## config.mk

```make
export PLATFORM = sky130hd
export DESIGN_NAME = cus_front
export DESIGN_NICKNAME = d
export VERILOG_FILES = /design/src/sv/cus_pkg.sv /design/src/sv/cus_front.sv
export SDC_FILE = /design/constraint.sdc
export NUM_CORES = 1
export LEC_CHECK = 0
export BUFFER_PORTS_ARGS = -buffer_cell sky130_fd_sc_hd__buf_2
export CAP_MARGIN = 0
export CORE_AREA = 2 2 254 256
export CTS_CLUSTER_DIAMETER = 100
export DETAILED_ROUTE_END_ITERATION = 7
export DIE_AREA = 0 0 256 258
export PLACE_DENSITY = 0.47
export SETUP_SLACK_MARGIN = 0.2
export SLEW_MARGIN = 0
export SYNTH_ARGS = -nofsm -noshare
export SYNTH_HDL_FRONTEND = slang
export SYNTH_SLANG_ARGS = --single-unit
export TNS_END_PERCENT = 10
```

## constraint.sdc

```tcl
create_clock -name clk -period 0.8 [get_ports clk]
set_input_delay 0.24 -clock clk [delete_from_list [all_inputs] [get_ports clk]]
set_output_delay 0.24 -clock clk [all_outputs]
set_load 0.02 [all_outputs]
```

## src/sv/cus_pkg.sv

```systemverilog
// ----------------------------------------------------------------------------
// cus_pkg
// Shared default width and the request class passed from front end to back end.
// ----------------------------------------------------------------------------
package cus_pkg;
    localparam int TIME_WIDTH_DEF = 64;

    typedef enum logic [1:0] {
        CLS_HOLD   = 2'd0,
        CLS_USER   = 2'd1,
        CLS_SYSTEM = 2'd2,
        CLS_DIVIDE = 2'd3
    } cls_t;
endpackage

```

## src/sv/cus_front.sv

```systemverilog
// ----------------------------------------------------------------------------
// cus_front
// Registers each request and classifies it by the previous sum and the
// sampled times.
// ----------------------------------------------------------------------------
module cus_front import cus_pkg::*; #(
    parameter int TW = TIME_WIDTH_DEF
) (
    input  logic          clk,
    input  logic          rst_n,
    input  logic          start,
    input  logic [TW-1:0] total_runtime,
    input  logic [TW-1:0] sampled_system,
    input  logic [TW-1:0] sampled_user,
    input  logic [TW-1:0] prev_system_time,
    input  logic [TW-1:0] prev_user_time,
    output logic          f_valid,
    output cls_t          f_cls,
    output logic [TW-1:0] f_rt,
    output logic [TW-1:0] f_ss,
    output logic [TW-1:0] f_su,
    output logic [TW-1:0] f_ps,
    output logic [TW-1:0] f_pu
);
    logic    [TW:0] psum;
    cls_t           cls_next;
    logic           valid_reg;
    cls_t           cls_reg;
    logic  [TW-1:0] rt_reg, ss_reg, su_reg, ps_reg, pu_reg;

    assign psum = {1'b0, prev_system_time} + {1'b0, prev_user_time};

    always_comb
    begin
        if (psum >= {1'b0, total_runtime})
            cls_next = CLS_HOLD;
        else if (sampled_system == '0)
            cls_next = CLS_USER;
        else if (sampled_user == '0)
            cls_next = CLS_SYSTEM;
        else
            cls_next = CLS_DIVIDE;
    end

    always_ff @(posedge clk or negedge rst_n)
    begin
        if (!rst_n)
            valid_reg <= 1'b0;
        else
            valid_reg <= start;
    end

    always_ff @(posedge clk)
    begin
        if (start)
        begin
            cls_reg <= cls_next;
            rt_reg  <= total_runtime;
            ss_reg  <= sampled_system;
            su_reg  <= sampled_user;
            ps_reg  <= prev_system_time;
            pu_reg  <= prev_user_time;
        end
    end

    assign f_valid = valid_reg;
    assign f_cls   = cls_reg;
    assign f_rt    = rt_reg;
    assign f_ss    = ss_reg;
    assign f_su    = su_reg;
    assign f_ps    = ps_reg;
    assign f_pu    = pu_reg;
endmodule

```

== Word level (Yosys, flattened, before mapping) ==
Index checks and enable logic that the tools add are counted.

* $add $sub $neg: 1
* $mul: 0
* Div/mod/pow operators: 0
* Magnitude comparators: 1
* Eq/ne operators: 0
* Shift-type cells: 0
* Mux-type cells: 2
* Bitwise gates (word level): 0
* Reductions and logical operators: 3

{| class="wikitable"
|+ Operators by type and width
! operator !! number
|-
| zero test 64 bit || 2
|-
| adder 64 x 64 -> 65 bit || 1
|-
| >= comparator 65 x 64 -> 1 bit || 1
|-
| 2-to-1 mux 1 bit || 2
|-
| OR reduction 2 bit || 1
|}

* Register bits after elaboration: 323
* Latch bits: 0
* Memory bits (writable): 0
* Bits in read-only memories: 0
* Input bits: 323
* Output and inout bits: 323
* Logic and storage cells: 15
* Memories kept: 0

== Logic depth before layout (Yosys ltp) ==
Gate-level depths: netlist of run 1.

* Depth in word-level cells: 3
* Mapped depth: 19

== Worst setup path before layout of run 1 ==
Ideal clock, no wire load.

* Kind: in2reg
* Start: input port prev_system_time[0]
* End: register cls_reg[1], in the netlist f_cls[1] (data pin)
* Setup time: 0.272 ns
* Data arrival time: 4.045 ns
* Data required time: 0.528 ns
* Path slack: -3.517 ns
* Stages: 17
* Path through: ha_1 fa_1 a211oi_1 nor2_2 o21ai_2 o31a_1 o31a_1 o211ai_1 a31oi_1 xnor2_1 ha_1 nand4_1 or3_1 or4_1 nor4_1 a311oi_1 nor4b_1

* Cells in the longest elaborated chain, start to end: 3

{| class="wikitable"
|+ RTL lines
! element !! RTL line !! source
|-
| start, declared || cus_front.sv:15 || <nowiki>input logic [TW-1:0] prev_system_time,</nowiki>
|-
| adder 64 x 64 -> 65 bit || cus_front.sv:31 || <nowiki>assign psum = {1'b0, prev_system_time} + {1'b0, prev_user_time};</nowiki>
|-
| >= comparator 65 x 64 -> 1 bit || cus_front.sv:35 || <nowiki>if (psum >= {1'b0, total_runtime})</nowiki>
|-
| OR reduction 2 bit (no line) || n/a ||
|-
| end signal, assigned || cus_front.sv:57 || <nowiki>cls_reg <= cls_next;</nowiki>
|-
| end, declared || cus_front.sv:28 || <nowiki>cls_t cls_reg;</nowiki>
|}

Every way passes these cells.
A chain may end at the register's enable or synchronous reset.

== Final worst setup path of run 1 ==
* Start: input port prev_system_time[18]
* End: register cls_reg[1], in the netlist f_cls[1] (data pin)

Same word-level chain as after synthesis.

==> results of run 1 <==
area by class of cell:
| class | count | area share |
|---|---|---|
| well taps | 855 | 0.03843 |
| repair buffers | 1300 | 0.3373 |
| flip-flops and latches | 323 | 0.3482 |
| clock inverters | 23 | 0.009933 |
| clock buffers | 51 | 0.03897 |
| inverters | 83 | 0.01119 |
| multi-input cells | 768 | 0.2149 |
| diodes | 12 | 0.001079 |
how the worst min path moves through the flow:
stage / endpoint / slack, ps
global route: f_rt[57] / -80
detailed placement: f_valid / 20
finish: f_ss[63] / -50
floorplan: f_valid / -60
global placement: f_valid / 20
CTS: f_ss[63] / -100
per-layer routing:
| layer | vias to the layer above | routed length (um) |
|---|---|---|
| met2 | 522 | 34670 |
| met3 | 140 | 4853 |
| li1 | 7326 | - |
| met5 | - | 90 |
| met4 | 14 | 2325 |
| met1 | 7256 | 26050 |
synth_stat cells, drive strengths merged (12+ instances only):
| library cell | number | area, um2 |
|---|---|---|
| a21oi | 95 | 475.5 |
| o21a | 12 | 90.09 |
| edfxtp | 322 | 9669 |
| a211oi | 19 | 142.6 |
| nor4 | 37 | 231.5 |
| nor3 | 16 | 80.08 |
| nor2 | 51 | 193.9 |
| ha | 128 | 1602 |
| nand4 | 47 | 294.0 |
| nand3 | 32 | 160.2 |
| o21ai | 52 | 264.0 |
| xnor2 | 28 | 245.2 |
| a21o | 40 | 300.3 |
| o21bai | 18 | 135.1 |
| clkbuf | 27 | 101.4 |
| inv | 83 | 311.6 |
| xor2 | 25 | 219.0 |
| nand2 | 64 | 240.2 |
state kept, by name, summed over array words and instances (netlist names):
name and cells:
f_ps 64, f_cls 2, f_su 64, f_ss 64
f_rt 64, f_valid 1, f_pu 64
per-stage QoR:
stage,power [uW],hold slack [ps],TNS [ps],std cells
floorplan,27060,-55.59,-6275,1208
global placement,33990,16.65,-97280,3096
detailed placement,34110,15.87,-98890,3096
CTS,54750,-95.49,-193910,3402
global route,56910,-80.60,-198150,3413
finish,54330,-48.31,-179670,3415
kinds of logic after synthesis:
family,synth area share
xor gates and xnor gates,0.02968
DFF,0.6197
adders and majority gates,0.1037
buffers and inverters,0.02856
and+or+nand+nor,0.09551
AOI/OAI and AO/OA,0.1209
muxes,0.001920
power breakdown:
part	total, uW	switching (uW)	internal, uW
Combinational	14900	7750	7170
Clock	18800	7710	11100
Sequential	20600	470	20100
critical path, stage by stage:
cell	delay [ps]
buf_2	110
ha_1	330
a21oi_1	170
o21ai_1	130
or3b_2	490
nor3_4	270
nor4_4	70
buf_4	140
o211ai_1	280
nand2_1	130
xor2_1	180
ha_1	300
nand4_1	120
or3_4	440
or4_4	470
nand2b_1	180
a21boi_2	200
nor4b_2	70
what timing repair did:
action	4_1_cts	5_1_grt
setup endpoints to repair	325	333
resized for setup	147	65
pin swaps	22	10
hold endpoints to repair	319	97
setup buffers	11	1
==> qor.yml, run 1 <==
clocking:
  cts_sinks: 323
  cts_tree: "yes"
  cts_buffers: 41
  ctsHoldBuffers: 221
  clk_pin_slew_ps: 60
  clock-root-buffer: "clkbuf_16"
  cts_buffer_depth: 3
  cts_max_level: 2
drt:
  initialDrtViolationCount: 794
  ant_nets: 0
  wl_um: 67990
  wl_per_cell_um: 19.91
  viasPerCell: 4.468
  firstDrtPassIters: 5
  via_count: 15260
  drc: 0
grt:
  grt_max_degree: 22
  grt-ovfl-total: 0
  grt_pass1_vias: 16100
  grt_pass1_wl_um: 99060
  grt.busiest_layer: "met2"
  use_met1: 0.2201
  antenna_found_initial: 31
  gr-usage-met2: 0.3585
  grt_usage: 0.1996
  use_met3: 0.06105
cells_and_area:
  seqCellArea_mm2: 0.009694
  drive_gt1_frac: 0.4737
  stdcell_area_mm2: 0.02784
  area_growth_syn_to_layout_pct: 77.97
  mostFrequentLayoutCells: "567 x buf_2, 421 x buf_4, 322 x edfxtp_1"
  final_nets: 2969
  layout_commonest_cell: "buf_2"
  final_core_util: 0.4374
  multi_input_area_mm2: 0.005983
  fillers: 6094
synth:
  syn-instance-count: 1208
  ys_seq_area_frac: 0.6197
  synth-main-ff-cell: "edfxtp_1"
  ys_ff_latch: 323
  synth_edf_count: 322
  syn_area_per_cell_um2: 12.95
  async_reset_ff_frac: 0.003096
  synthDistinctLibCells: 59
  yosys_warnings: 0
  synth_fp_nets: 1660
  synth_area_mm2: 0.01564
critical_path:
  critPathMaxFanout: 3
  critPathLaunchType: "input pin"
  crit_path_start: "prev_system_time[18]"
  required_ps: 1120
  crit_arrival_ps: 4350
  crit_type: "in -> reg"
  worstSetupEndpoint: "f_cls[1]"
  end_kind: "register"
die:
  initial_core_util: 0.2458
  ios: 646
  core_mm2: 0.06365
  dieArea_mm2: 0.06605
  num_rows: 93
  die_h_um: 258
  fp.dieW_um: 256
worst_hold_path:
  hold_class: "in -> reg"
  min_from: "sampled_system[63]"
  hold_depth: 2
sta:
  rsz0062_at_grt: "true"
  whs_ps: -48.31
  finalSetupViolations: 325
  hold_viol: 78
  period_minus_slack_ps: 4027
  clock.fmax_mhz: 248.3
  fin_ws_ps: -3227
  worstMarginPinSlew_ps: 591.8
  slew_headroom: 0.6013
  report.final.slew_viol_count: 0
  fin_crit_sh: 5.033
flow_run:
  maxCapViolations: 0
placement:
  io_buffer_count: 645
  gp_congestion: 0.8745
  place_ws_ps: -4174
  post_dp_cell_area_mm2: 0.02337
  dp_hpwl_um: 55350
power_and_ir_drop:
  power_density_mw_per_mm2: 1952
  vdd_ir_drop_max_mv: 1.453
  leakage_uw: 0.01251
run_status:
  violations: "negative hold slack, negative setup slack"
  status: "finished, violations left"
No activity file was read; power rests on OpenSTA's default activity.
==> run 2, diff against run 1 <==
--- a/config.mk
+++ b/config.mk
@@ -7,11 +7,14 @@
 export LEC_CHECK = 0
 export BUFFER_PORTS_ARGS = -buffer_cell sky130_fd_sc_hd__buf_2
 export CAP_MARGIN = 0
-export CORE_AREA = 2 2 254 256
+export CELL_PAD_IN_SITES_DETAIL_PLACEMENT = 2
+export CELL_PAD_IN_SITES_GLOBAL_PLACEMENT = 2
+export CORE_ASPECT_RATIO = 0.5
+export CORE_MARGIN = 2
+export CORE_UTILIZATION = 30
 export CTS_CLUSTER_DIAMETER = 100
 export DETAILED_ROUTE_END_ITERATION = 7
-export DIE_AREA = 0 0 256 258
-export PLACE_DENSITY = 0.47
+export PLACE_DENSITY_LB_ADDON = 0.25
 export SETUP_SLACK_MARGIN = 0.2
 export SLEW_MARGIN = 0
 export SYNTH_ARGS = -nofsm -noshare
==> constraint.sdc (replaced) <==
create_clock -name clk -period 4.4 [get_ports clk]
set_input_delay 1.32 -clock clk [delete_from_list [all_inputs] [get_ports clk]]
set_output_delay 1.32 -clock clk [all_outputs]
set_load 0.02 [all_outputs]
==> run 2 against run 1 <==
The flow finishes with violations (negative setup slack). Clock power fell by 85%. Via count fell by 8.3%. Flip-flop and latch count did not move. Worst setup slack improved by 2500 ps. Design area fell by 17%. Global-route usage rose by 3.3 points. Critical path type unchanged.
==> qor.yml, run 2 (synthesized netlist as in run 1, its figures left out) <==
worst_hold_path:
  hold_class: "in -> async"
grt:
  grt_pass1_vias: 15490
  grt_usage: 0.2323
  grt_max_degree: 93
  grt_pass1_wl_um: 94880
  grt-ovfl-total: 0
  antenna_found_initial: 8
drt:
  wl_um: 65680
  initialDrtViolationCount: 624
  wl_per_cell_um: 22.94
  via_count: 13990
  viasPerCell: 4.888
  ant_nets: 0
  firstDrtPassIters: 5
  drc: 0
cells_and_area:
  layout_commonest_cell: "buf_2"
  drive_gt1_frac: 0.4749
  mostFrequentLayoutCells: "642 x buf_2, 322 x edfxtp_1, 268 x buf_4"
  fillers: 5418
  area_growth_syn_to_layout_pct: 48.45
  stdcell_count: 2863
  final_nets: 2580
clocking:
  cts_buffers: 34
  cts_sinks: 323
  cts_buffer_depth: 3
  clk_pin_slew_ps: 70
  cts_max_level: 2
  cts_tree: "yes"
  clock-root-buffer: "clkbuf_16"
power_and_ir_drop:
  leakage_uw: 0.01038
  power_density_mw_per_mm2: 388.4
  vdd_ir_drop_max_mv: 0.2606
  total_power_uw: 9020
sta:
  worstMarginPinSlew_ps: 865.3
  slew_headroom: 0.4231
  period_minus_slack_ps: 5108
  whs_ps: 532.9
  hold_viol: 0
  fin_ws_ps: -707.9
  rsz0062_at_grt: "true"
  report.final.slew_viol_count: 0
  finalSetupViolations: 2
  fin_crit_sh: 1.161
  clock.fmax_mhz: 195.8
placement:
  dp_cells: 2785
  io_buffer_count: 645
  gp_congestion: 0.8510
  place_ws_ps: -1604
  dp_hpwl_um: 53400
critical_path:
  crit_arrival_ps: 5400
  crit_type: "in -> reg"
  required_ps: 4690
  critPathMaxFanout: 3
  critPathLaunchType: "input pin"
  end_kind: "register"
die:
  die_h_um: 165.5
  ios: 646
  dieArea_mm2: 0.05410
  initial_core_util: 0.3023
  num_rows: 59
  fp.dieW_um: 326.9
  core_mm2: 0.05175
run_status:
  status: "finished, violations left"
  violations: "negative setup slack"
flow_run:
  maxCapViolations: 0
-- run 2: worst max-delay path: stages --
cell,delay [ps]
buf_2,110
ha_1,330
nand4_1,190
nor4_2,340
buf_4,160
nor3b_2,170
and3b_1,180
a22oi_1,60
buf_4,170
a211o_1,310
and3_1,200
xnor2_1,130
ha_1,300
nand4_1,130
or3_4,410
or4_4,440
nand2b_1,180
a21boi_2,200
nor4b_2,70
-- run 2: final timing paths --
kind / from / endpoint / slack (ps) / cells past startpoint
max in group asynchronous: rst_n / f_valid / 3780 / 1
max: prev_user_time[31] / f_cls[0] / -710 / 19
min: rst_n / f_valid / 530 / 1
min in group clk: prev_user_time[0] / f_pu[0] / 950 / 1
-- run 2: layer usage --
layer | wire length (um) | vias to the layer above | track usage
li1 | - | 6528 | -
met1 | 24090 | 7021 | 0.2466
met2 | 36900 | 345 | 0.4633
met3 | 3081 | 99 | 0.04802
met4 | 1607 | 0 | 0.06860
met5 | 0 | - | 0
-- run 2: timing repair --
item,4_1_cts,5_1_grt
resized for setup,29,31
setup buffers,7,1
setup endpoints to repair,2,2
pin swaps,27,18
hold buffers,0,0
-- run 2: stage by stage --
stage | TNS (ps) | util | instance area (um2)
finish | -1410 | 0.4487 | 23220
detailed placement | -3192 | 0.4202 | 21750
global placement | -2676 | 0.4202 | 21750
global route | -1906 | 0.4487 | 23220
floorplan | -1382 | - | 15770
CTS | -1449 | 0.4449 | 23020
-- run 2: final cells by class --
class / instances / area, um2 / share of cell area
Sequential cell: 323 / 9694 / 0.4175
Multi-Input combinational cell: 768 / 5902 / 0.2542
Timing Repair Buffer: 918 / 5349 / 0.2303
Clock buffer: 44 / 909.6 / 0.03917
Tap cell: 701 / 877.1 / 0.03777
Inverter: 83 / 311.5 / 0.01342
Clock inverter: 18 / 157.7 / 0.006789
Antenna cell: 8 / 20.02 / 0.0008621
-- run 2: power breakdown --
part           switching (uW)  total, uW  internal (uW)
logic                    1390       2390            999
clock network            1300       2900           1600
registers                71.0       3730           3660
==> run 3, diff against run 2 <==
--- a/config.mk
+++ b/config.mk
@@ -14,7 +14,7 @@
 export CORE_UTILIZATION = 30
 export CTS_CLUSTER_DIAMETER = 100
 export DETAILED_ROUTE_END_ITERATION = 7
-export PLACE_DENSITY_LB_ADDON = 0.25
+export PLACE_DENSITY = 0.88
 export SETUP_SLACK_MARGIN = 0.2
 export SLEW_MARGIN = 0
 export SYNTH_ARGS = -nofsm -noshare
==> run 3 against run 2 <==
The run still ends with negative setup slack left. Non-clock buffer count is 39 higher. Cell count is 1.7% higher. Maximum frequency is 25% lower. Core utilization is 1.1 points higher. Count of clock-buffer cells in the layout is 3 lower. Critical endpoint is now f_cls[1]. Largest power group unchanged.
==> qor.yml, run 3 (synthesized netlist as in run 1, its figures left out) <==
sta:
  worstMarginPinSlew_ps: 1104
  clock.fmax_mhz: 147.0
  report.final.slew_viol_count: 0
  fin_crit_sh: 1.546
  rsz0062_at_grt: "true"
  period_minus_slack_ps: 6803
  slew_headroom: 0.2593
  finalSetupViolations: 2
  fin_ws_ps: -2403
  hold_viol: 0
die:
  core_mm2: 0.05175
  ios: 646
  num_rows: 59
  dieArea_mm2: 0.05410
  fp.dieW_um: 326.9
  die_h_um: 165.5
  initial_core_util: 0.3023
placement:
  dp_hpwl_um: 71090
  io_buffer_count: 645
  place_ws_ps: -1831
  gp_congestion: 0.9199
  post_dp_cell_area_mm2: 0.02192
drt:
  wl_per_cell_um: 37.81
  viasPerCell: 5.965
  drc: 0
  firstDrtPassIters: 6
  wl_um: 110100
  via_count: 17370
  ant_nets: 0
  initialDrtViolationCount: 1960
run_status:
  status: "finished, violations left"
  violations: "negative setup slack"
clocking:
  cts_sinks: 323
  cts_buffers: 36
  clock-root-buffer: "clkbuf_16"
  clk_pin_slew_ps: 70
  cts_max_level: 2
  cts_buffer_depth: 3
  cts_tree: "yes"
cells_and_area:
  area_growth_syn_to_layout_pct: 52.05
  mostFrequentLayoutCells: "641 x buf_2, 322 x edfxtp_1, 304 x buf_4"
  final_nets: 2621
  multi_input_area_mm2: 0.006032
  seqCellArea_mm2: 0.009694
  drive_gt1_frac: 0.4973
  stdcell_area_mm2: 0.02378
  fillers: 5301
  layout_commonest_cell: "buf_2"
power_and_ir_drop:
  power_density_mw_per_mm2: 422.5
  vdd_ir_drop_max_mv: 0.2428
  leakage_uw: 0.01066
grt:
  antenna_found_initial: 35
  grt-ovfl-total: 0
  grt_max_degree: 87
  grt_pass1_vias: 17890
  grt_pass1_wl_um: 138900
  grt_usage: 0.3607
critical_path:
  critPathLaunchType: "input pin"
  required_ps: 4780
  end_kind: "register"
  critPathMaxFanout: 4
  crit_type: "in -> reg"
  crit_arrival_ps: 7180
flow_run:
  maxCapViolations: 0
worst_hold_path:
  hold_class: "in -> async"
==> run 3: where the power goes <==
group          switching [uW]  internal [uW]  total, uW
clock                    1510           1730       3240
combinational            1930           1090       3030
sequential                122           3660       3790
total                    3560           6490      10000
==> run 3: cell type report <==
cell class              instances  area share
flip-flops and latches        323      0.4076
multi-input cells             768      0.2536
repair buffers                957      0.2388
clock buffers                  41     0.03956
well taps                     701     0.03688
inverters                      83     0.01310
clock inverters                22    0.008627
diodes                         17    0.001789
==> run 3: worst max path at each step <==
stage,startpoint,to,slack [ps],cells past startpoint
4_1_cts,prev_system_time[0],f_cls[1],-1070,21
3_3_place_gp,prev_system_time[4],f_cls[0],-1430,20
6_report,prev_system_time[9],f_cls[1],-2400,22
5_1_grt,prev_system_time[9],f_cls[1],-2170,22
3_5_place_dp,prev_system_time[10],f_cls[0],-1830,19
2_1_floorplan,prev_system_time[0],f_cls[0],-690,19
==> run 3: layer usage <==
metal	vias up	global-route usage	part of all wire	routed length (um)
met4	12	0.2348	0.087	9548
met3	623	0.08218	0.087	9605
met5	-	0	0.00076	84
met2	1365	0.6292	0.47	52210
met1	8745	0.4024	0.35	38660
li1	6624	-	-	-
==> run 3: stage by stage <==
| stage | hold slack (ps) | setup TNS, ps | util | cells | total power [uW] |
|---|---|---|---|---|---|
| after global placement | 1097 | -2847 | 0.4237 | 2807 | 6055 |
| after CTS | 515.9 | -2044 | 0.4501 | 2876 | 9600 |
| after floorplan | 1024 | -1382 | - | 1208 | 4911 |
| after detailed placement | 1098 | -3658 | 0.4237 | 2807 | 6293 |
| after global routing | 490.4 | -4299 | 0.4592 | 2903 | 10240 |
| final | 510.0 | -4717 | 0.4596 | 2912 | 10050 |
==> run 3: repair_timing <==
action,CTS,global route
gates resized for setup,41,66
hold buffers,0,0
pin swaps,14,43
endpoints found under the setup margin,2,2
setup buffers,6,19
==> run 3: worst max-delay path, cell delays in order <==
cell and delay, ps:
buf_2 120, ha_1 380, buf_4 200, nand2_1 130, o21ai_0 490, a211oi_1 150
buf_4 200, a31oi_2 220, a21oi_1 120, buf_4 170, o21ai_1 290, a21oi_1 180
xnor2_1 770, ha_1 410, a21o_1 190, a21o_1 180, a21oi_1 600, nor3_1 150
nor3b_2 280, o211a_4 230, a21boi_4 90, nor4b_4 290
